==> config.mk <==
export PLATFORM = sky130hd
export DESIGN_NAME = ssdp_fifo
export DESIGN_NICKNAME = d
export VERILOG_FILES = /design/src/rtl/core/sign_split_dot_product_assert.svh /design/src/rtl/core/ssdp_pkg.sv /design/src/rtl/core/ssdp_fifo.sv
export SDC_FILE = /design/constraint.sdc
export NUM_CORES = 1
export LEC_CHECK = 0
export ABC_AREA = 1
export BUFFER_PORTS_ARGS = -buffer_cell sky130_fd_sc_hd__buf_2
export CORE_MARGIN = 2
export CORE_UTILIZATION = 40
export CTS_BUF_LIST = sky130_fd_sc_hd__clkbuf_8
export CTS_CLUSTER_SIZE = 16
export DETAILED_ROUTE_END_ITERATION = 12
export PLACE_DENSITY = 0.61
export SYNTH_ARGS = -nofsm -noshare
export SYNTH_HDL_FRONTEND = slang
export SYNTH_SLANG_ARGS = --single-unit
==> constraint.sdc <==
create_clock -name clock -period 1.5 [get_ports clock]
set_input_delay 0.075 -clock clock [delete_from_list [all_inputs] [get_ports clock]]
set_output_delay 0.075 -clock clock [all_outputs]
set_load 0.01 [all_outputs]
==> src/rtl/core/sign_split_dot_product_assert.svh <==
// ----------------------------------------------------------------------------
// sign split dot product assertion macros
// clocked assertion shorthands used by ssdp_back
// ----------------------------------------------------------------------------
`ifndef SIGN_SPLIT_DOT_PRODUCT_ASSERT_SVH
`define SIGN_SPLIT_DOT_PRODUCT_ASSERT_SVH

// property must hold at every edge outside reset
`define SSDP_ASSERT(label, clk, rst, prop, msg) \
   label: assert property (@(posedge clk) disable iff (rst) prop) else $error(msg);

// condition must never be seen outside reset
`define SSDP_NEVER(label, clk, rst, cond, msg) \
   label: assert property (@(posedge clk) disable iff (rst) !(cond)) else $error(msg);

`endif

==> src/rtl/core/ssdp_pkg.sv <==
// ----------------------------------------------------------------------------
// ssdp_pkg
// shared types, constants and helpers of the sign split dot product
// ----------------------------------------------------------------------------
package ssdp_pkg;

   localparam int SIGN_BIT = 63;
   localparam logic [10:0] EXP_ALL_ONES = 11'h7FF;
   localparam logic [63:0] CANON_NAN = 64'h7FF8_0000_0000_0000;

   // operand class codes
   localparam logic [1:0] KIND_NUM  = 2'd0;
   localparam logic [1:0] KIND_ZERO = 2'd1;
   localparam logic [1:0] KIND_INF  = 2'd2;
   localparam logic [1:0] KIND_NAN  = 2'd3;

   // multiplier pipeline depth
   localparam int MUL_LAT = 5;

   typedef struct packed {
      logic odd;
      logic last;
   } tag_type;

   typedef struct packed {
      logic [63:0] prod;
      logic        odd;
      logic        neg;
      logic        last;
   } cmd_type;

   typedef struct packed {
      logic [63:0] pos_sum;
      logic [63:0] neg_sum;
   } rsp_type;

   typedef struct packed {
      logic empty;
      logic full;
   } qstat_type;

   localparam int CMD_W = $bits(cmd_type);
   localparam int RSP_W = $bits(rsp_type);

   function automatic logic is_nan(input logic [63:0] b);
      return (b[62:52] == EXP_ALL_ONES) && (b[51:0] != '0);
   endfunction

   function automatic logic is_inf(input logic [63:0] b);
      return (b[62:52] == EXP_ALL_ONES) && (b[51:0] == '0);
   endfunction

   function automatic logic is_zero(input logic [63:0] b);
      return b[62:0] == '0;
   endfunction

endpackage

==> src/rtl/core/ssdp_fifo.sv <==
// ----------------------------------------------------------------------------
// ssdp_fifo
// small register queue with occupancy count
// ----------------------------------------------------------------------------
module ssdp_fifo
   import ssdp_pkg::*;
#(
   parameter int WIDTH = 8,
   parameter int DEPTH = 2
) (
   input  logic                       clock,
   input  logic                       reset,
   input  logic                       push,
   input  logic [WIDTH-1:0]           wdata,
   input  logic                       pop,
   output logic [WIDTH-1:0]           rdata,
   output qstat_type                  stat,
   output logic [$clog2(DEPTH+1)-1:0] level
);

   localparam int PTR_W = $clog2(DEPTH);
   localparam int LVL_W = $clog2(DEPTH + 1);

   logic [WIDTH-1:0] mem_ff [DEPTH];
   logic [PTR_W-1:0] wr_ptr_ff, wr_ptr_in;
   logic [PTR_W-1:0] rd_ptr_ff, rd_ptr_in;
   logic [LVL_W-1:0] count_ff, count_in;
   logic             do_push, do_pop;

   assign stat.empty = (count_ff == '0);
   assign stat.full  = (count_ff == LVL_W'(DEPTH));
   assign do_push    = push && !stat.full;
   assign do_pop     = pop && !stat.empty;
   assign rdata      = mem_ff[rd_ptr_ff];
   assign level      = count_ff;

   always_comb begin
      wr_ptr_in = wr_ptr_ff;
      rd_ptr_in = rd_ptr_ff;
      count_in  = count_ff;
      if (do_push) begin
         wr_ptr_in = (wr_ptr_ff == PTR_W'(DEPTH - 1)) ? '0 : wr_ptr_ff + 1'b1;
      end
      if (do_pop) begin
         rd_ptr_in = (rd_ptr_ff == PTR_W'(DEPTH - 1)) ? '0 : rd_ptr_ff + 1'b1;
      end
      if (do_push && !do_pop) begin
         count_in = count_ff + 1'b1;
      end else if (do_pop && !do_push) begin
         count_in = count_ff - 1'b1;
      end
   end

   always_ff @(posedge clock) begin
      if (reset) begin
         wr_ptr_ff <= '0;
         rd_ptr_ff <= '0;
         count_ff  <= '0;
      end else begin
         wr_ptr_ff <= wr_ptr_in;
         rd_ptr_ff <= rd_ptr_in;
         count_ff  <= count_in;
      end
   end

   always_ff @(posedge clock) begin
      if (do_push) begin
         mem_ff[wr_ptr_ff] <= wdata;
      end
   end

endmodule

# Word level (Yosys, flattened, before mapping)
# Memories as Yosys holds them, arrays and structs flattened. A register that Yosys moved wholly into a read port is not among the register bits.
# Index checks and enable logic that the tools add are counted.
[totals] register_bits=4 n_memories=1 inputBits=12 elab_cells=27 ramBits=16 out_inout_bits=12
[memory_table] memory="mem_ff" words=2 width=8 read_ports=1 rd_clocked_by_memory_dff=1 write_ports=1 line="ssdp_fifo.sv:24" source="logic [WIDTH-1:0] mem_ff [DEPTH];"
[op_classes] muxes=8 n_eq_ne=1 reduce_logical=10 add_sub_neg=4
[op_table] cell="$mux 1" count=6
[op_table] cell="$logic_and 1x1->1" count=4
[op_table] cell="$logic_not 1->1" count=4
[op_table] cell="$mux 2" count=2
[op_table] cell="$add 1x1->1 const B" count=2
[op_table] cell="$add 2x1->2 const B" count=1
[op_table] cell="$eq 2x2->1 const B" count=1
[op_table] cell="$logic_not 2->1" count=1
[op_table] cell="$reduce_bool 2->1" count=1
[op_table] cell="$sub 2x1->2 const B" count=1

# Depth between registers and ports, before layout
[depth] ltp_word=7 mapped_depth=10 depth_no_buf=10

# Worst setup path before layout
# No wires, ideal clock.
[synth_path] path_kind="register to register" start="register count_ff[0], in the netlist level[0]" end="memory mem_ff[1][0] (enable)" setup_ns=0.370 period_less_slack_ns=1.402 setup_slack_ns=0.098 path_stages_with_launch=3 n_path_buf=0 arrival_ns=1.032 required_time_ns=1.130 cell_sequence="dfxtp_1 -> o21ai_2 -> nor2_1"
[synth_between] elab_chain_len=5
[synth_rtl] element="start: declaration" line="ssdp_fifo.sv:27" source="logic [LVL_W-1:0] count_ff, count_in;"
[synth_rtl] element="start signal: assignment" line="ssdp_fifo.sv:62" source="count_ff <= count_in;"
[synth_rtl] element="$eq 2x2->1" line="ssdp_fifo.sv:31" source="assign stat.full = (count_ff == LVL_W'(DEPTH));"
[synth_rtl] element="$logic_not 1->1" line="ssdp_fifo.sv:32" source="assign do_push = push && !stat.full;"
[synth_rtl] element="$logic_and 1x1->1" line="ssdp_fifo.sv:32"
[synth_rtl] element="$mux 1" line="ssdp_fifo.sv:67" source="if (do_push) begin"
[synth_rtl] element="$mux 1 (not written as such)" line="ssdp_fifo.sv:68" source="mem_ff[wr_ptr_ff] <= wdata;"
[synth_rtl] element="end: declaration" line="ssdp_fifo.sv:24"
# Every way passes these cells.

==> results.sh <==
export IMPL_finalWorstSetupSlack_ns=0.1420
export IMPL_die_area_um2=2451
export IMPL_synth_edf_count=16
export IMPL_antenna_cells=0
export IMPL_ys_types=16
export IMPL_grt_first_pass_wirelength_um=1876
export IMPL_area_growth_pct=30.66
export IMPL_syn_area_um2=828.3
export IMPL_grt_pass1_vias=447
export IMPL_crit_buf_inv=1
export IMPL_syn_inst=62
export IMPL_fin_tns_setup_ns=0
export IMPL_layout_commonest_cell="buf_2"
export IMPL_syn_nets=75
export IMPL_numCtsBuffers=3
export IMPL_min_path_type="in2reg"
export IMPL_fmax_ghz=0.7364
export IMPL_critical_path_slowest_cell="dfxtp_1"
export IMPL_relSlewSlack_pct=77.23
export IMPL_tritoncts="done"
export IMPL_synth_seq_area_share_pct=70.09
export IMPL_tightestPinTransition_ns=0.3411
export IMPL_grt_max_degree=12
export IMPL_antenna_violating_nets_post_route=0
export IMPL_drc_errors=0
export IMPL_routedWlPerCell_um=9.837
export IMPL_clock_sinks=21
export IMPL_first_pass_iters=3
export IMPL_combPwrFrac_pct=33.2
export IMPL_p_leak_nw=0.4663
export IMPL_cp_start_kind="flip-flop"
export IMPL_routed_wl_um=1210
export IMPL_antenna_found_initial=0
export IMPL_outcome="finished clean"
export IMPL_grt_overflow=0
export IMPL_rrSetupSlack_ns=0.15
export IMPL_fp_dieW_um=49.51
export IMPL_required_ns=1.42
export IMPL_seq_power_share_pct=47.4
export IMPL_path_clk_slew_ns=0.07
export IMPL_critical_path_class="reg2out"
export IMPL_p_int_w=0.001212
export IMPL_top_usage_layer="met2"
export IMPL_fin_crit_ns=1.358
export IMPL_endpoint_kind="primary output"
export IMPL_cts_max_level=1
export IMPL_yosys_warnings=0
export IMPL_ys_ff_latch=21
export IMPL_met3_usage_pct=3.636
export IMPL_drive_gt1_share_pct=46.88
export IMPL_rsz0062_at_grt="no"
export IMPL_root_buffer="clkbuf_8"
export IMPL_initialDrtViolationCount=7
export IMPL_reg2reg_depth=9
export IMPL_place_gp_congestion=0.6357
export IMPL_io_buffers=23
export IMPL_hold_viol=0
export IMPL_whs_ns=0.01286
export IMPL_ios=24
export IMPL_viasPerCell=4.317
export IMPL_core_region_area_um2=1962
export IMPL_switching_power_w=0.0005171
export IMPL_finalMaxSlewViolations=0
export IMPL_pre_cts_ws_ns=0.09430
export IMPL_start_util_pct=42.22
export IMPL_synth_area_per_cell_um2=13.36
export IMPL_synthArstFlopShare_pct=0
export IMPL_rows=16
export IMPL_slowest_delay_ns=0.52
export IMPL_cp_cell_sequence="mux2_2 -> buf_2"
export IMPL_clkPwrFrac_pct=19.5
export IMPL_grt_usage_pct=10.58
export IMPL_final_nets=110
export IMPL_maxCapViolations=0
export IMPL_mostFrequentLayoutCells="buf_2, edfxtp_1, nor2_1, inv_1, mux2_2"
export IMPL_arrival_ns=1.28
export IMPL_grt_use_met1_pct=13.03
export IMPL_power_density_nw_per_um2=1598
export IMPL_critical_path_depth=2
export IMPL_clock_latency_ns=0.25
export IMPL_min_period_over_period_pct=90.53
export IMPL_fill_cells=179
export IMPL_setup_viol=0
export IMPL_synthFlopType="edfxtp_1"
export IMPL_die_height_um=49.51
export IMPL_dp_hpwl_um=931
export IMPL_critPathMaxFanout=8
export IMPL_fin_skew_ns=0.001431
export IMPL_whs_path_depth=1
export IMPL_cts_buffer_depth=2
export IMPL_swShare_pct=29.90
export IMPL_vdd_drop_max_v=0.0008180
export IMPL_cp_top_family="flip-flops"
export IMPL_grtUsageMet2_pct=15.77
export IMPL_vias=531
-- synth_stat cells, types with 2 or more instances --
cell type | n | area (um^2)
dfxtp_1 | 5 | 100.1
edfxtp_1 | 16 | 480.5
inv_1 | 7 | 26.28
inv_2 | 2 | 7.510
mux2_2 | 8 | 90.09
nand2_1 | 4 | 15.01
nor2_1 | 9 | 33.78
o21ai_0 | 2 | 10.01
o21ai_2 | 2 | 17.52
-- state kept, by name, summed over array words and instances, names as in the netlist, named ones only --
| signal | flops |
|---|---|
| mem_ff | 16 |
| level | 2 |
| rd_ptr_ff | 1 |
| wr_ptr_ff | 1 |
-- metal layers --
metal	wire (um)	vias to the layer above
met5	0	-
met2	579	12
met3	54	2
met1	563	237
li1	-	280
met4	12	0
-- worst paths after layout --
path	from	to
min reg2reg	wr_ptr_ff	wr_ptr_ff
max	flip-flop	rdata[5]
max reg2reg	level[1]	level[1]
min	wdata[1]	mem_ff[0][1]
-- metrics by stage --
step	instances	area, um^2	utilization, %	power, W
CTS	120	1055	53.76	0.001742
finish	123	1082	55.17	0.001730
floorplan	62	828.3	-	0.001178
global placement	116	1010	51.47	0.001394
global route	123	1082	55.17	0.001858
detailed placement	116	1010	51.47	0.001399
-- power by group through the flow --
stage               sequential [W]  combinational, W  clock (W)
floorplan                 0.000821          0.000357          0
global route              0.000838          0.000637   0.000383
CTS                       0.000822          0.000569   0.000351
finish                    0.000819          0.000574   0.000337
global placement          0.000828          0.000566          0
detailed placement        0.000834          0.000565          0
-- logic make-up (layout without fill, tap and decap cells) --
kind of cell	after synthesis	in the layout	synth area share (%)
flops	21	21	70.09
buf+inv	10	44	4.683
fa+ha+maj	1	1	1.510
simple gates	16	16	8.307
compound gates	6	6	4.531
mux	8	8	10.88
-- what timing repair did --
item	4_1_cts	5_1_grt
gates resized for setup	0	0
setup endpoints to repair	0	1
endpoints found under the hold margin	0	4
hold buffers	0	2
buffers inserted	0	1
-- area by class of cell --
| type | instances | area [um^2] | area share, % |
|---|---|---|---|
| Sequential cell | 21 | 580.6 | 53.64 |
| Tap cell | 27 | 33.78 | 3.121 |
| Timing Repair Buffer | 31 | 180.2 | 16.65 |
| Multi-Input combinational cell | 31 | 209.0 | 19.31 |
| Inverter | 9 | 33.78 | 3.121 |
| Clock inverter | 1 | 3.754 | 0.3468 |
| Clock buffer | 3 | 41.29 | 3.815 |
Power figures use the tool's default switching activity.
