$ cat src/rtl/core/sign_split_dot_product_assert.svh
// ----------------------------------------------------------------------------
// sign split dot product assertion macros
// clocked assertion shorthands used by ssdp_back
// ----------------------------------------------------------------------------
`ifndef SIGN_SPLIT_DOT_PRODUCT_ASSERT_SVH
`define SIGN_SPLIT_DOT_PRODUCT_ASSERT_SVH

// property must hold at every edge outside reset
`define SSDP_ASSERT(label, clk, rst, prop, msg) \
   label: assert property (@(posedge clk) disable iff (rst) prop) else $error(msg);

// condition must never be seen outside reset
`define SSDP_NEVER(label, clk, rst, cond, msg) \
   label: assert property (@(posedge clk) disable iff (rst) !(cond)) else $error(msg);

`endif

$ cat src/rtl/core/ssdp_pkg.sv
// ----------------------------------------------------------------------------
// ssdp_pkg
// shared types, constants and helpers of the sign split dot product
// ----------------------------------------------------------------------------
package ssdp_pkg;

   localparam int SIGN_BIT = 63;
   localparam logic [10:0] EXP_ALL_ONES = 11'h7FF;
   localparam logic [63:0] CANON_NAN = 64'h7FF8_0000_0000_0000;

   // operand class codes
   localparam logic [1:0] KIND_NUM  = 2'd0;
   localparam logic [1:0] KIND_ZERO = 2'd1;
   localparam logic [1:0] KIND_INF  = 2'd2;
   localparam logic [1:0] KIND_NAN  = 2'd3;

   // multiplier pipeline depth
   localparam int MUL_LAT = 5;

   typedef struct packed {
      logic odd;
      logic last;
   } tag_type;

   typedef struct packed {
      logic [63:0] prod;
      logic        odd;
      logic        neg;
      logic        last;
   } cmd_type;

   typedef struct packed {
      logic [63:0] pos_sum;
      logic [63:0] neg_sum;
   } rsp_type;

   typedef struct packed {
      logic empty;
      logic full;
   } qstat_type;

   localparam int CMD_W = $bits(cmd_type);
   localparam int RSP_W = $bits(rsp_type);

   function automatic logic is_nan(input logic [63:0] b);
      return (b[62:52] == EXP_ALL_ONES) && (b[51:0] != '0);
   endfunction

   function automatic logic is_inf(input logic [63:0] b);
      return (b[62:52] == EXP_ALL_ONES) && (b[51:0] == '0);
   endfunction

   function automatic logic is_zero(input logic [63:0] b);
      return b[62:0] == '0;
   endfunction

endpackage

$ cat src/rtl/core/ssdp_fadd.sv
// ----------------------------------------------------------------------------
// ssdp_fadd
// three stage binary64 adder for operands of equal sign or zero
// ----------------------------------------------------------------------------
module ssdp_fadd
   import ssdp_pkg::*;
(
   input  logic        clock,
   input  logic        reset,
   input  logic        in_valid,
   input  logic        in_tag,
   input  logic [63:0] x,
   input  logic [63:0] y,
   output logic        out_valid,
   output logic        out_tag,
   output logic [63:0] sum
);

   // stage 1: specials, swap, align
   logic        spec_in;
   logic [63:0] spec_val_in;
   logic        swap;
   logic [63:0] big, sml;
   logic [10:0] eb, es, d;
   logic [52:0] mb_in, ms;
   logic [55:0] ext, shd, al_in;
   logic        lost;

   always_comb begin
      spec_in = 1'b1;
      priority if (is_nan(x) || is_nan(y)) begin
         spec_val_in = CANON_NAN;
      end else if (is_inf(x)) begin
         spec_val_in = x;
      end else if (is_inf(y)) begin
         spec_val_in = y;
      end else if (is_zero(x) && is_zero(y)) begin
         spec_val_in = {x[SIGN_BIT] & y[SIGN_BIT], 63'b0};
      end else if (is_zero(x)) begin
         spec_val_in = y;
      end else if (is_zero(y)) begin
         spec_val_in = x;
      end else begin
         spec_val_in = '0;
         spec_in     = 1'b0;
      end
   end

   always_comb begin
      swap  = y[62:0] > x[62:0];
      big   = swap ? y : x;
      sml   = swap ? x : y;
      eb    = (big[62:52] == '0) ? 11'd1 : big[62:52];
      es    = (sml[62:52] == '0) ? 11'd1 : sml[62:52];
      d     = eb - es;
      mb_in = {big[62:52] != '0, big[51:0]};
      ms    = {sml[62:52] != '0, sml[51:0]};
      ext   = {ms, 3'b0};
      shd   = '0;
      lost  = 1'b0;
      if (d >= 11'd56) begin
         al_in = 56'd1;
      end else begin
         shd   = ext >> d[5:0];
         lost  = (ext & ~({56{1'b1}} << d[5:0])) != '0;
         al_in = {shd[55:1], shd[0] | lost};
      end
   end

   logic [2:0]  valid_ff;
   logic [2:0]  tag_ff;
   logic        s1_spec_ff, s2_spec_ff;
   logic [63:0] s1_sval_ff, s2_sval_ff;
   logic        s1_sign_ff, s2_sign_ff;
   logic [10:0] s1_e_ff;
   logic [52:0] s1_mb_ff;
   logic [55:0] s1_al_ff;
   logic [55:0] s2_t_ff;
   logic [11:0] s2_e_ff;

   // stage 2: add with one bit carry normalize
   logic [56:0] s_sum;
   logic [55:0] t_in;
   logic [11:0] e2_in;

   always_comb begin
      s_sum = {1'b0, s1_mb_ff, 3'b0} + {1'b0, s1_al_ff};
      if (s_sum[56]) begin
         t_in  = {s_sum[56:2], s_sum[1] | s_sum[0]};
         e2_in = {1'b0, s1_e_ff} + 12'd1;
      end else begin
         t_in  = s_sum[55:0];
         e2_in = {1'b0, s1_e_ff};
      end
   end

   // stage 3: round and pack
   logic [52:0] mant;
   logic        up;
   logic [53:0] m2;
   logic [52:0] mant_f;
   logic [11:0] e_f;
   logic [63:0] sum_in;
   logic [63:0] sum_ff;

   always_comb begin
      mant = s2_t_ff[55:3];
      up   = s2_t_ff[2] && ((|s2_t_ff[1:0]) || mant[0]);
      m2   = {1'b0, mant} + 54'(up);
      if (m2[53]) begin
         mant_f = m2[53:1];
         e_f    = s2_e_ff + 12'd1;
      end else begin
         mant_f = m2[52:0];
         e_f    = s2_e_ff;
      end
      if (s2_spec_ff) begin
         sum_in = s2_sval_ff;
      end else if (e_f >= 12'd2047) begin
         sum_in = {s2_sign_ff, EXP_ALL_ONES, 52'b0};
      end else begin
         sum_in = {s2_sign_ff, mant_f[52] ? e_f[10:0] : 11'd0, mant_f[51:0]};
      end
   end

   always_ff @(posedge clock) begin
      if (reset) begin
         valid_ff <= '0;
      end else begin
         valid_ff <= {valid_ff[1:0], in_valid};
      end
   end

   always_ff @(posedge clock) begin
      tag_ff     <= {tag_ff[1:0], in_tag};
      s1_spec_ff <= spec_in;
      s1_sval_ff <= spec_val_in;
      s1_sign_ff <= big[SIGN_BIT];
      s1_e_ff    <= eb;
      s1_mb_ff   <= mb_in;
      s1_al_ff   <= al_in;
      s2_spec_ff <= s1_spec_ff;
      s2_sval_ff <= s1_sval_ff;
      s2_sign_ff <= s1_sign_ff;
      s2_t_ff    <= t_in;
      s2_e_ff    <= e2_in;
      sum_ff     <= sum_in;
   end

   assign out_valid = valid_ff[2];
   assign out_tag   = tag_ff[2];
   assign sum       = sum_ff;

endmodule

$ cat src/rtl/core/ssdp_back.sv
// ----------------------------------------------------------------------------
// ssdp_back
// accumulates products into four sign and parity split sums, forms results
// ----------------------------------------------------------------------------
`include "sign_split_dot_product_assert.svh"

module ssdp_back
   import ssdp_pkg::*;
(
   input  logic      clock,
   input  logic      reset,
   input  cmd_type   cmd,
   input  qstat_type cmd_stat,
   output logic      cmd_pop,
   input  qstat_type out_stat,
   output logic      out_push,
   output rsp_type   out_data
);

   localparam logic [2:0] B_IDLE  = 3'd0;
   localparam logic [2:0] B_ACC   = 3'd1;
   localparam logic [2:0] B_FIN   = 3'd2;
   localparam logic [2:0] B_FIN2  = 3'd3;
   localparam logic [2:0] B_FWAIT = 3'd4;

   localparam logic TAG_POS = 1'b0;
   localparam logic TAG_NEG = 1'b1;

   // accumulator index is {odd, neg}
   localparam logic [1:0] IDX_EVEN_POS = 2'd0;
   localparam logic [1:0] IDX_EVEN_NEG = 2'd1;
   localparam logic [1:0] IDX_ODD_POS  = 2'd2;
   localparam logic [1:0] IDX_ODD_NEG  = 2'd3;

   logic [2:0]  state_ff, state_in;
   logic [63:0] acc_ff [4];
   logic [1:0]  sel_ff;
   logic        last_ff;
   logic [63:0] pos_hold_ff;

   logic        add_valid, add_tag;
   logic [63:0] add_x, add_y;
   logic        add_out_valid, add_out_tag;
   logic [63:0] add_sum;

   always_comb begin
      state_in  = state_ff;
      add_valid = 1'b0;
      add_tag   = TAG_POS;
      add_x     = acc_ff[{cmd.odd, cmd.neg}];
      add_y     = cmd.prod;
      cmd_pop   = 1'b0;
      out_push  = 1'b0;
      unique case (state_ff)
         B_IDLE: begin
            if (!cmd_stat.empty) begin
               cmd_pop   = 1'b1;
               add_valid = 1'b1;
               state_in  = B_ACC;
            end
         end
         B_ACC: begin
            if (add_out_valid) begin
               state_in = last_ff ? B_FIN : B_IDLE;
            end
         end
         B_FIN: begin
            if (!out_stat.full) begin
               add_valid = 1'b1;
               add_tag   = TAG_POS;
               add_x     = acc_ff[IDX_EVEN_POS];
               add_y     = acc_ff[IDX_ODD_POS];
               state_in  = B_FIN2;
            end
         end
         B_FIN2: begin
            add_valid = 1'b1;
            add_tag   = TAG_NEG;
            add_x     = acc_ff[IDX_EVEN_NEG];
            add_y     = acc_ff[IDX_ODD_NEG];
            state_in  = B_FWAIT;
         end
         B_FWAIT: begin
            if (add_out_valid && (add_out_tag == TAG_NEG)) begin
               out_push = 1'b1;
               state_in = B_IDLE;
            end
         end
         default: state_in = B_IDLE;
      endcase
   end

   assign out_data.pos_sum = pos_hold_ff;
   assign out_data.neg_sum = add_sum;

   always_ff @(posedge clock) begin
      if (reset) begin
         state_ff <= B_IDLE;
         for (int i = 0; i < 4; i++) begin
            acc_ff[i] <= '0;
         end
      end else begin
         state_ff <= state_in;
         if (state_ff == B_ACC && add_out_valid) begin
            acc_ff[sel_ff] <= add_sum;
         end
         if (out_push) begin
            for (int i = 0; i < 4; i++) begin
               acc_ff[i] <= '0;
            end
         end
      end
   end

   always_ff @(posedge clock) begin
      if (cmd_pop) begin
         sel_ff  <= {cmd.odd, cmd.neg};
         last_ff <= cmd.last;
      end
      if (state_ff == B_FWAIT && add_out_valid && add_out_tag == TAG_POS) begin
         pos_hold_ff <= add_sum;
      end
   end

   ssdp_fadd u_fadd (
      .clock     (clock),
      .reset     (reset),
      .in_valid  (add_valid),
      .in_tag    (add_tag),
      .x         (add_x),
      .y         (add_y),
      .out_valid (add_out_valid),
      .out_tag   (add_out_tag),
      .sum       (add_sum)
   );

   `SSDP_ASSERT(a_result_expected, clock, reset, add_out_valid |-> (state_ff == B_ACC || state_ff == B_FWAIT), "adder result with no add pending")
   `SSDP_NEVER(a_push_room, clock, reset, out_push && out_stat.full, "result pushed into a full queue")
   `SSDP_ASSERT(a_pop_idle, clock, reset, cmd_pop |=> (state_ff == B_ACC), "command taken without add")

endmodule

$ cat config.mk
export PLATFORM = sky130hd
export DESIGN_NAME = ssdp_back
export DESIGN_NICKNAME = d
export VERILOG_FILES = /design/src/rtl/core/ssdp_pkg.sv /design/src/rtl/core/ssdp_fadd.sv /design/src/rtl/core/ssdp_back.sv
export VERILOG_INCLUDE_DIRS = /design/src /design/src/rtl/core
export SDC_FILE = /design/constraint.sdc
export NUM_CORES = 2
export LEC_CHECK = 0
export ABC_AREA = 1
export BUFFER_PORTS_ARGS = -buffer_cell sky130_fd_sc_hd__buf_2
export CAP_MARGIN = 20
export CORE_MARGIN = 4
export CORE_UTILIZATION = 50
export DETAILED_ROUTE_END_ITERATION = 7
export PLACE_DENSITY_LB_ADDON = 0.12
export SLEW_MARGIN = 20
export SYNTH_ARGS = -nofsm -noshare
export SYNTH_HDL_FRONTEND = slang
export SYNTH_SLANG_ARGS = --single-unit
export TNS_END_PERCENT = 50
$ cat constraint.sdc
create_clock -name clock -period 7.75 [get_ports clock]
set_clock_uncertainty 0.05 [all_clocks]
set_input_delay 1.1625 -clock clock [delete_from_list [all_inputs] [get_ports clock]]
set_output_delay 1.1625 -clock clock [all_outputs]
set_load 0.02 [all_outputs]
# [Word-level counts from Yosys, hierarchy flattened]
# Memory sizes are Yosys's and may differ from the RTL's.
# Cells that the tools add are included.
[word_totals] ff_bits=460 ram_bits=256 inputBits=73 out_inout_bits=130 wordCells=128 memories=1
[op_classes] addsub=5 order_cmp=3 eq_ne=10 shifts=2 muxes=49 bitwise=10 n_reduce_logical=28
[mem_list] name="acc_ff" depth=4 word_bits=64 rd=5 rd_ports_with_merged_regs=0 wr=4 line_no="ssdp_back.sv:36" text="logic [63:0] acc_ff [4];"
[ops] op="2-to-1 mux 64 bit" count=14
[ops] op="case mux 64 bit (2 select lines)" count=2
[ops] op="zero test 63 bit" count=2
[ops] op="2-to-1 mux 63 bit" count=2
[ops] op="zero test 52 bit" count=2
[ops] op="nonzero test 52 bit" count=2
[ops] op="OR reduction 64 bit" count=1
[ops] op="> comparator 63 bit" count=1
[ops] op="adder 56 x 56 -> 57 bit" count=1
[ops] op="bitwise AND 56 bit" count=1
[ops] op="NOT 56 bit" count=1
[ops] op="nonzero test 56 bit" count=1
[ops] op="left shift 56 x 6 -> 56 bit, first input constant" count=1
[ops] op=">> shifter 56 x 6 -> 56 bit" count=1
[ops] op="2-to-1 mux 55 bit" count=1
[ops] op="adder 53 x 1 -> 54 bit" count=1
[ops] op="2-to-1 mux 53 bit" count=1
[ops] op="2-to-1 mux 11 bit" count=4
[ops] op="== test 11 bit, second input constant" count=2
[ops] op="zero test 11 bit" count=2
[ops] op="nonzero test 11 bit" count=2
[ops] op="2-to-1 mux 1 bit" count=16
[ops] op="case mux 3 bit (5 select lines)" count=1
[ops] op="adder 11 x 1 -> 12 bit, second input constant" count=1
[ops] op="22 further kinds" count=44

# [Longest topological paths before layout]
# An unclocked memory read counts as a cell.
[logic_depth] ltp_word=13 ltp_mapped=60 ltp_nobuf=54

# [Hierarchy]
# From an unflattened synthesis, not the netlist that was laid out.
[unflattened] hier_cells=5308 area_unflattened_um2=39945.8
[by_module_without_submodules] module="ssdp_fadd" n_inst=1 cells_per_inst=3601 area_per_inst_um2=24259.5 seq_area_each_um2=7807.5
[by_module_without_submodules] module="ssdp_back" n_inst=1 cells_per_inst=1707 area_per_inst_um2=15686.3 seq_area_each_um2=9759.4

# [Worst setup path before layout]
# No wires, ideal clock.
[synth_path] kind="input port to flip-flop" start="input cmd[1] (netlist name)" end="register u_fadd.s1_al_ff[0]" setup_time_ns=0.114 arrival_time_ns=7.441 t_required_ns=7.586 setup_slack_ns=0.145 cell_stages=54 n_path_buf=7 path_cell_list="inv_1 buf_2 clkbuf_1 clkbuf_1 nor2_1 o22ai_1 nand2_1 nand3_1 inv_1 ha_1 nand2_1 nor2_1 nand4_1 nor4b_1 nand3b_1 nor4_1 nand3_1 nand2_4 (+18 left out) nand2_1 nand2_1 nand2_1 a21oi_1 xor2_1 nor2_1 nand2_1 nor2_1 buf_1 nand2_1 nor2_1 nand2_1 nor2_1 nand2_1 nor2_1 nand3_1 nor2_1 nand2_1"
[synth_via] elab_chain_cells=13 word_cells_on_any_way=19 classes_between="add/sub: 1; order compare: 2; shift: 2; mux: 6; bitwise: 3; reduce/logical: 4; memory: 1"
[synth_lines] item="start: declaration" line_no="ssdp_back.sv:12" text="input cmd_type cmd,"
[synth_lines] item="memory read (4 x 64 bit) (*)"
[synth_lines] item="2-to-1 mux 64 bit" line_no="ssdp_back.sv:68" text="if (!out_stat.full) begin"
[synth_lines] item="case mux 64 bit (2 select lines) (*)" line_no="ssdp_back.sv:54" text="unique case (state_ff)"
[synth_lines] item="> comparator 63 bit" line_no="ssdp_fadd.sv:50" text="swap = y[62:0] > x[62:0];"
[synth_lines] item="2-to-1 mux 64 bit (*)" line_no="ssdp_fadd.sv:51" text="big = swap ? y : x;"
[synth_lines] item="zero test 11 bit" line_no="ssdp_fadd.sv:53" text="eb = (big[62:52] == '0) ? 11'd1 : big[62:52];"
[synth_lines] item="2-to-1 mux 11 bit (*)" line_no="ssdp_fadd.sv:53"
[synth_lines] item="via u_fadd.eb[1]" line_no="ssdp_fadd.sv:24" text="logic [10:0] eb, es, d;"
[synth_lines] item="subtractor 11 bit (*)" line_no="ssdp_fadd.sv:55" text="d = eb - es;"
[synth_lines] item="left shift 56 x 6 -> 56 bit" line_no="ssdp_fadd.sv:65" text="lost = (ext & ~({56{1'b1}} << d[5:0])) != '0;"
[synth_lines] item="NOT 56 bit" line_no="ssdp_fadd.sv:65"
[synth_lines] item="bitwise AND 56 bit" line_no="ssdp_fadd.sv:65"
[synth_lines] item="nonzero test 56 bit" line_no="ssdp_fadd.sv:65"
[synth_lines] item="OR 1 bit" line_no="ssdp_fadd.sv:66" text="al_in = {shd[55:1], shd[0] | lost};"
[synth_lines] item="end signal: assignment" line_no="ssdp_fadd.sv:141" text="s1_al_ff <= al_in;"
[synth_lines] item="end: declaration" line_no="ssdp_fadd.sv:77" text="logic [55:0] s1_al_ff;"
# The timed path passes the listed nets; every way through them passes the cells marked *.
# A chain may end at the register's enable or synchronous reset.

# [Worst setup path after layout]
[layout_path] start="register state_ff[0]" end="register u_fadd.s1_al_ff[0]"
[layout_via] word_cells_on_any_way=20 classes_between="add/sub: 1; order compare: 2; eq/ne: 2; shift: 2; mux: 6; bitwise: 3; reduce/logical: 4"
[layout_lines] item="start: declaration" line_no="ssdp_back.sv:35" text="logic [2:0] state_ff, state_in;"
[layout_lines] item="start signal: assignment" line_no="ssdp_back.sv:103" text="state_ff <= state_in;"
[layout_lines] item="== test 3 x 2 -> 1 bit" line_no="ssdp_back.sv:54"
[layout_lines] item="case mux 64 bit (2 select lines)" line_no="ssdp_back.sv:54"
[layout_lines] item="> comparator 63 bit" line_no="ssdp_fadd.sv:50"
[layout_lines] item="2-to-1 mux 64 bit (*)" line_no="ssdp_fadd.sv:51"
[layout_lines] item="zero test 11 bit" line_no="ssdp_fadd.sv:53"
[layout_lines] item="2-to-1 mux 11 bit (*)" line_no="ssdp_fadd.sv:53"
[layout_lines] item="via u_fadd.eb[9]" line_no="ssdp_fadd.sv:24"
[layout_lines] item="subtractor 11 bit (*)" line_no="ssdp_fadd.sv:55"
[layout_lines] item=">= comparator 11 x 6 -> 1 bit (*)" line_no="ssdp_fadd.sv:61" text="if (d >= 11'd56) begin"
# Marked as above.

==> flow_metrics.py <==
metrics = {
    "drt": {
        "wl_met1_microns": 62140,
        "wl_microns": 158500,
        "drcViolationCount": 2,
        "wl_met3_microns": 15130,
        "wl_met2_microns": 69010,
        "vias": 39041,
        "first_pass_iters": 8,
        "wl_per_cell_microns": 23.49,
        "highest-signal-layer": "met5",
        "post_drt_via_cell_ratio": 5.785,
        "drt-initial-drc-count": 4830,
        "drtAntennaViolNets": 0,
    },
    "sta": {
        "post-route-period-util_pct": 94.40,
        "min_period_ns": 7.316,
        "worstMarginPinSlew_ns": 1.042,
        "setup_viol": 0,
        "setup_tns_ns": 0,
        "hold_violations": 0,
        "slew_violations": 0,
        "max_slew_margin_pct": 30.53,
        "fmax_ghz": 0.1367,
        "fin_hold_ws_ns": 0.2707,
    },
    "worst_setup_path": {
        "critPathMostFrequentCell": "nand2_1",
        "critical_path_required_ns": 8.20,
        "rr_worst_depth": 49,
        "cp.arrival_ns": 7.77,
        "cp-end-kind": "register",
        "crit_buf_inv": 8,
        "rrSetupSlack_ns": 0.43,
        "start_kind": "register",
        "slowest_stage": "dfxtp_1",
        "worst_path_largest_cell_delay_ns": 0.48,
        "critPathTopFamily": "simple AND/OR/NAND/NOR gates",
        "critical_path_class": "register to register",
        "cp.depth": 49,
        "cp_max_fo": 29,
    },
    "layout": {
        "seqCellArea_sq_mm": 0.01757,
        "final_common_cell": "nand2_1",
        "diodes": 0,
        "num-nets-final": 5849,
        "final_cell_mix": "nand2_1, nor2_1, nand3_1",
        "area_delta_synth_final_pct": 20.60,
        "multi_input_area_sq_mm": 0.01867,
        "drive_gt1_share_pct": 16.22,
        "nFillCells": 7115,
    },
    "hold_path": {
        "hold_path.class": "register to register",
        "holdPathStages": 0,
    },
    "logic_synthesis": {
        "synth_fa_ha_area_share_pct": 4.198,
        "synthTopCellsByArea": "edfxtp_1, dfxtp_1, nand2_1",
        "synth-xor-area-share_pct": 2.173,
        "yosysWarnings": 0,
        "ys_seq_area_share_pct": 44.93,
        "synthCells": 5145,
        "async_flop_share_pct": 0,
        "syn_area_sq_mm": 0.03910,
        "ys_seq_elements": 716,
        "ys_types": 62,
        "synth.avg_cell_area_sq_um": 7.600,
        "synth_ff_type": "dfxtp_1",
        "synth_compound_area_share_pct": 12.41,
        "mappedNetlistNets": 5348,
        "synth_edf_count": 323,
        "synth_mux_area_share_pct": 0.07680,
        "synth_top_family_by_area": "simple AND/OR/NAND/NOR gates",
        "yosysTopAreaCell": "edfxtp_1",
        "synth_simple_gate_area_share_pct": 28.35,
        "synth_top_area_share_pct": 24.81,
    },
    "floorplan": {
        "core_sq_mm": 0.07747,
        "die_y_microns": 287.6,
        "dieArea_sq_mm": 0.08274,
        "num_rows": 102,
        "start_util_pct": 50.47,
        "ios": 203,
        "chipWidth_microns": 287.6,
    },
    "clock_network": {
        "h-tree-depth": 3,
        "clk_pin_slew_worst_paths_ns": 0.06,
        "cts.sinks": 716,
        "cts-root-buf": "clkbuf_16",
        "clk_latency_ns": 0.66,
        "cts_buffers": 79,
        "clock_path_buffers": 3,
        "cts-hold-fix-buffers": 0,
        "cts_tree": "done",
    },
    "grt": {
        "first_global_vias": 36345,
        "grtUsageTotal_pct": 37.42,
        "grt-ovfl-total": 0,
        "grt_max_degree": 95,
        "antenna_found_initial": 5,
        "grt_first_pass_wirelength_microns": 229600,
    },
    "status": {
        "status": "complete, but fails checks",
        "violations": "DRC",
    },
    "place": {
        "dp_hpwl_microns": 121400,
        "routabilityCongestion": 1.062,
        "io_buffers": 200,
    },
    "job": {
        "cap_violations": 0,
    },
}
==> synthesized netlist by cell type, drive strengths merged (2+ instances only) <==
library cell and count:
nand2 1233, nor2 634, nand3 553, inv 508
o21ai 394, dfxtp 393, edfxtp 323, a21oi 234
ha 128, clkbuf 127, buf 124, xor2 63
nand4 57, nor4 44, o211ai 42, o22ai 41
nor3 39, a221oi 35, xnor2 34, or2 19
a31oi 16, o221ai 13, o31ai 13, a221o 11
a32o 11, a21boi 8, a211oi 7, o21a 7
nand3b 5, and2 4, o21bai 4, a21o 3
clkinv 3, mux2i 3, and3 2, fa 2
nor4b 2
==> logic make-up after synthesis <==
kind of cell | count (synthesis)
AOI/OAI and AO/OA | 843
xor gates and xnor gates | 97
adders and majority gates | 130
buffers and inverters | 762
DFF | 716
muxes | 3
and+or+nand+nor | 2594
==> layer usage <==
metal / track usage (%) / vias up
li1: - / 18225
met1: 49.29 / 18201
met2: 57.95 / 2165
met3: 5.598 / 444
met4: 23.44 / 6
met5: 0 / -
==> path summary, 6_finish.rpt <==
path	start	to
max	state_ff[0]$_SDFFE_PP0P_	u_fadd.s1_al_ff[0]$_SDFF_PP1_
max reg2reg	state_ff[0]$_SDFFE_PP0P_	u_fadd.s1_al_ff[0]$_SDFF_PP1_
min	u_fadd.s1_sval_ff[5]$_SDFF_PP0_	u_fadd.s2_sval_ff[5]$_DFF_P_
min reg2reg	u_fadd.s1_sval_ff[5]$_SDFF_PP0_	u_fadd.s2_sval_ff[5]$_DFF_P_
==> area by class of cell <==
cell class,count,share of cell area [%]
Clock buffer,110,4.959
Clock inverter,34,1.016
Tap cell,1040,2.760
Timing Repair Buffer,671,10.34
Multi-Input combinational cell,3667,39.59
Sequential cell,716,37.26
Inverter,511,4.084
==> through the flow <==
step	cell area, sq um	setup WS (ns)	std cells	utilization (%)
after floorplan	39100	0.1450	5145	-
after detailed placement	44190	-0.4891	6601	57.05
after global routing	47150	-0.009989	6749	60.87
after global placement	44190	-0.4210	6601	57.05
after CTS	47010	0.06705	6745	60.68
final	47150	0.4342	6749	60.87
==> registers in the layout, indices dropped and copies added, names as in the netlist, 12 cells and up <==
name / count
u_fadd.s1_mb_ff: 53
pos_hold_ff: 64
u_fadd.s1_sval_ff: 64
u_fadd.s2_t_ff: 56
u_fadd.s2_e_ff: 12
u_fadd.s2_sval_ff: 64
u_fadd.s1_al_ff: 56
acc_ff: 256
u_fadd.sum: 64
==> repair_timing <==
item	in CTS	in global routing
setup endpoints to repair	0	56
resized for setup	0	19
buffers inserted	0	3
Power is not shown: default switching activity piles up to over one toggle a cycle in this logic, so the estimate is an artifact.
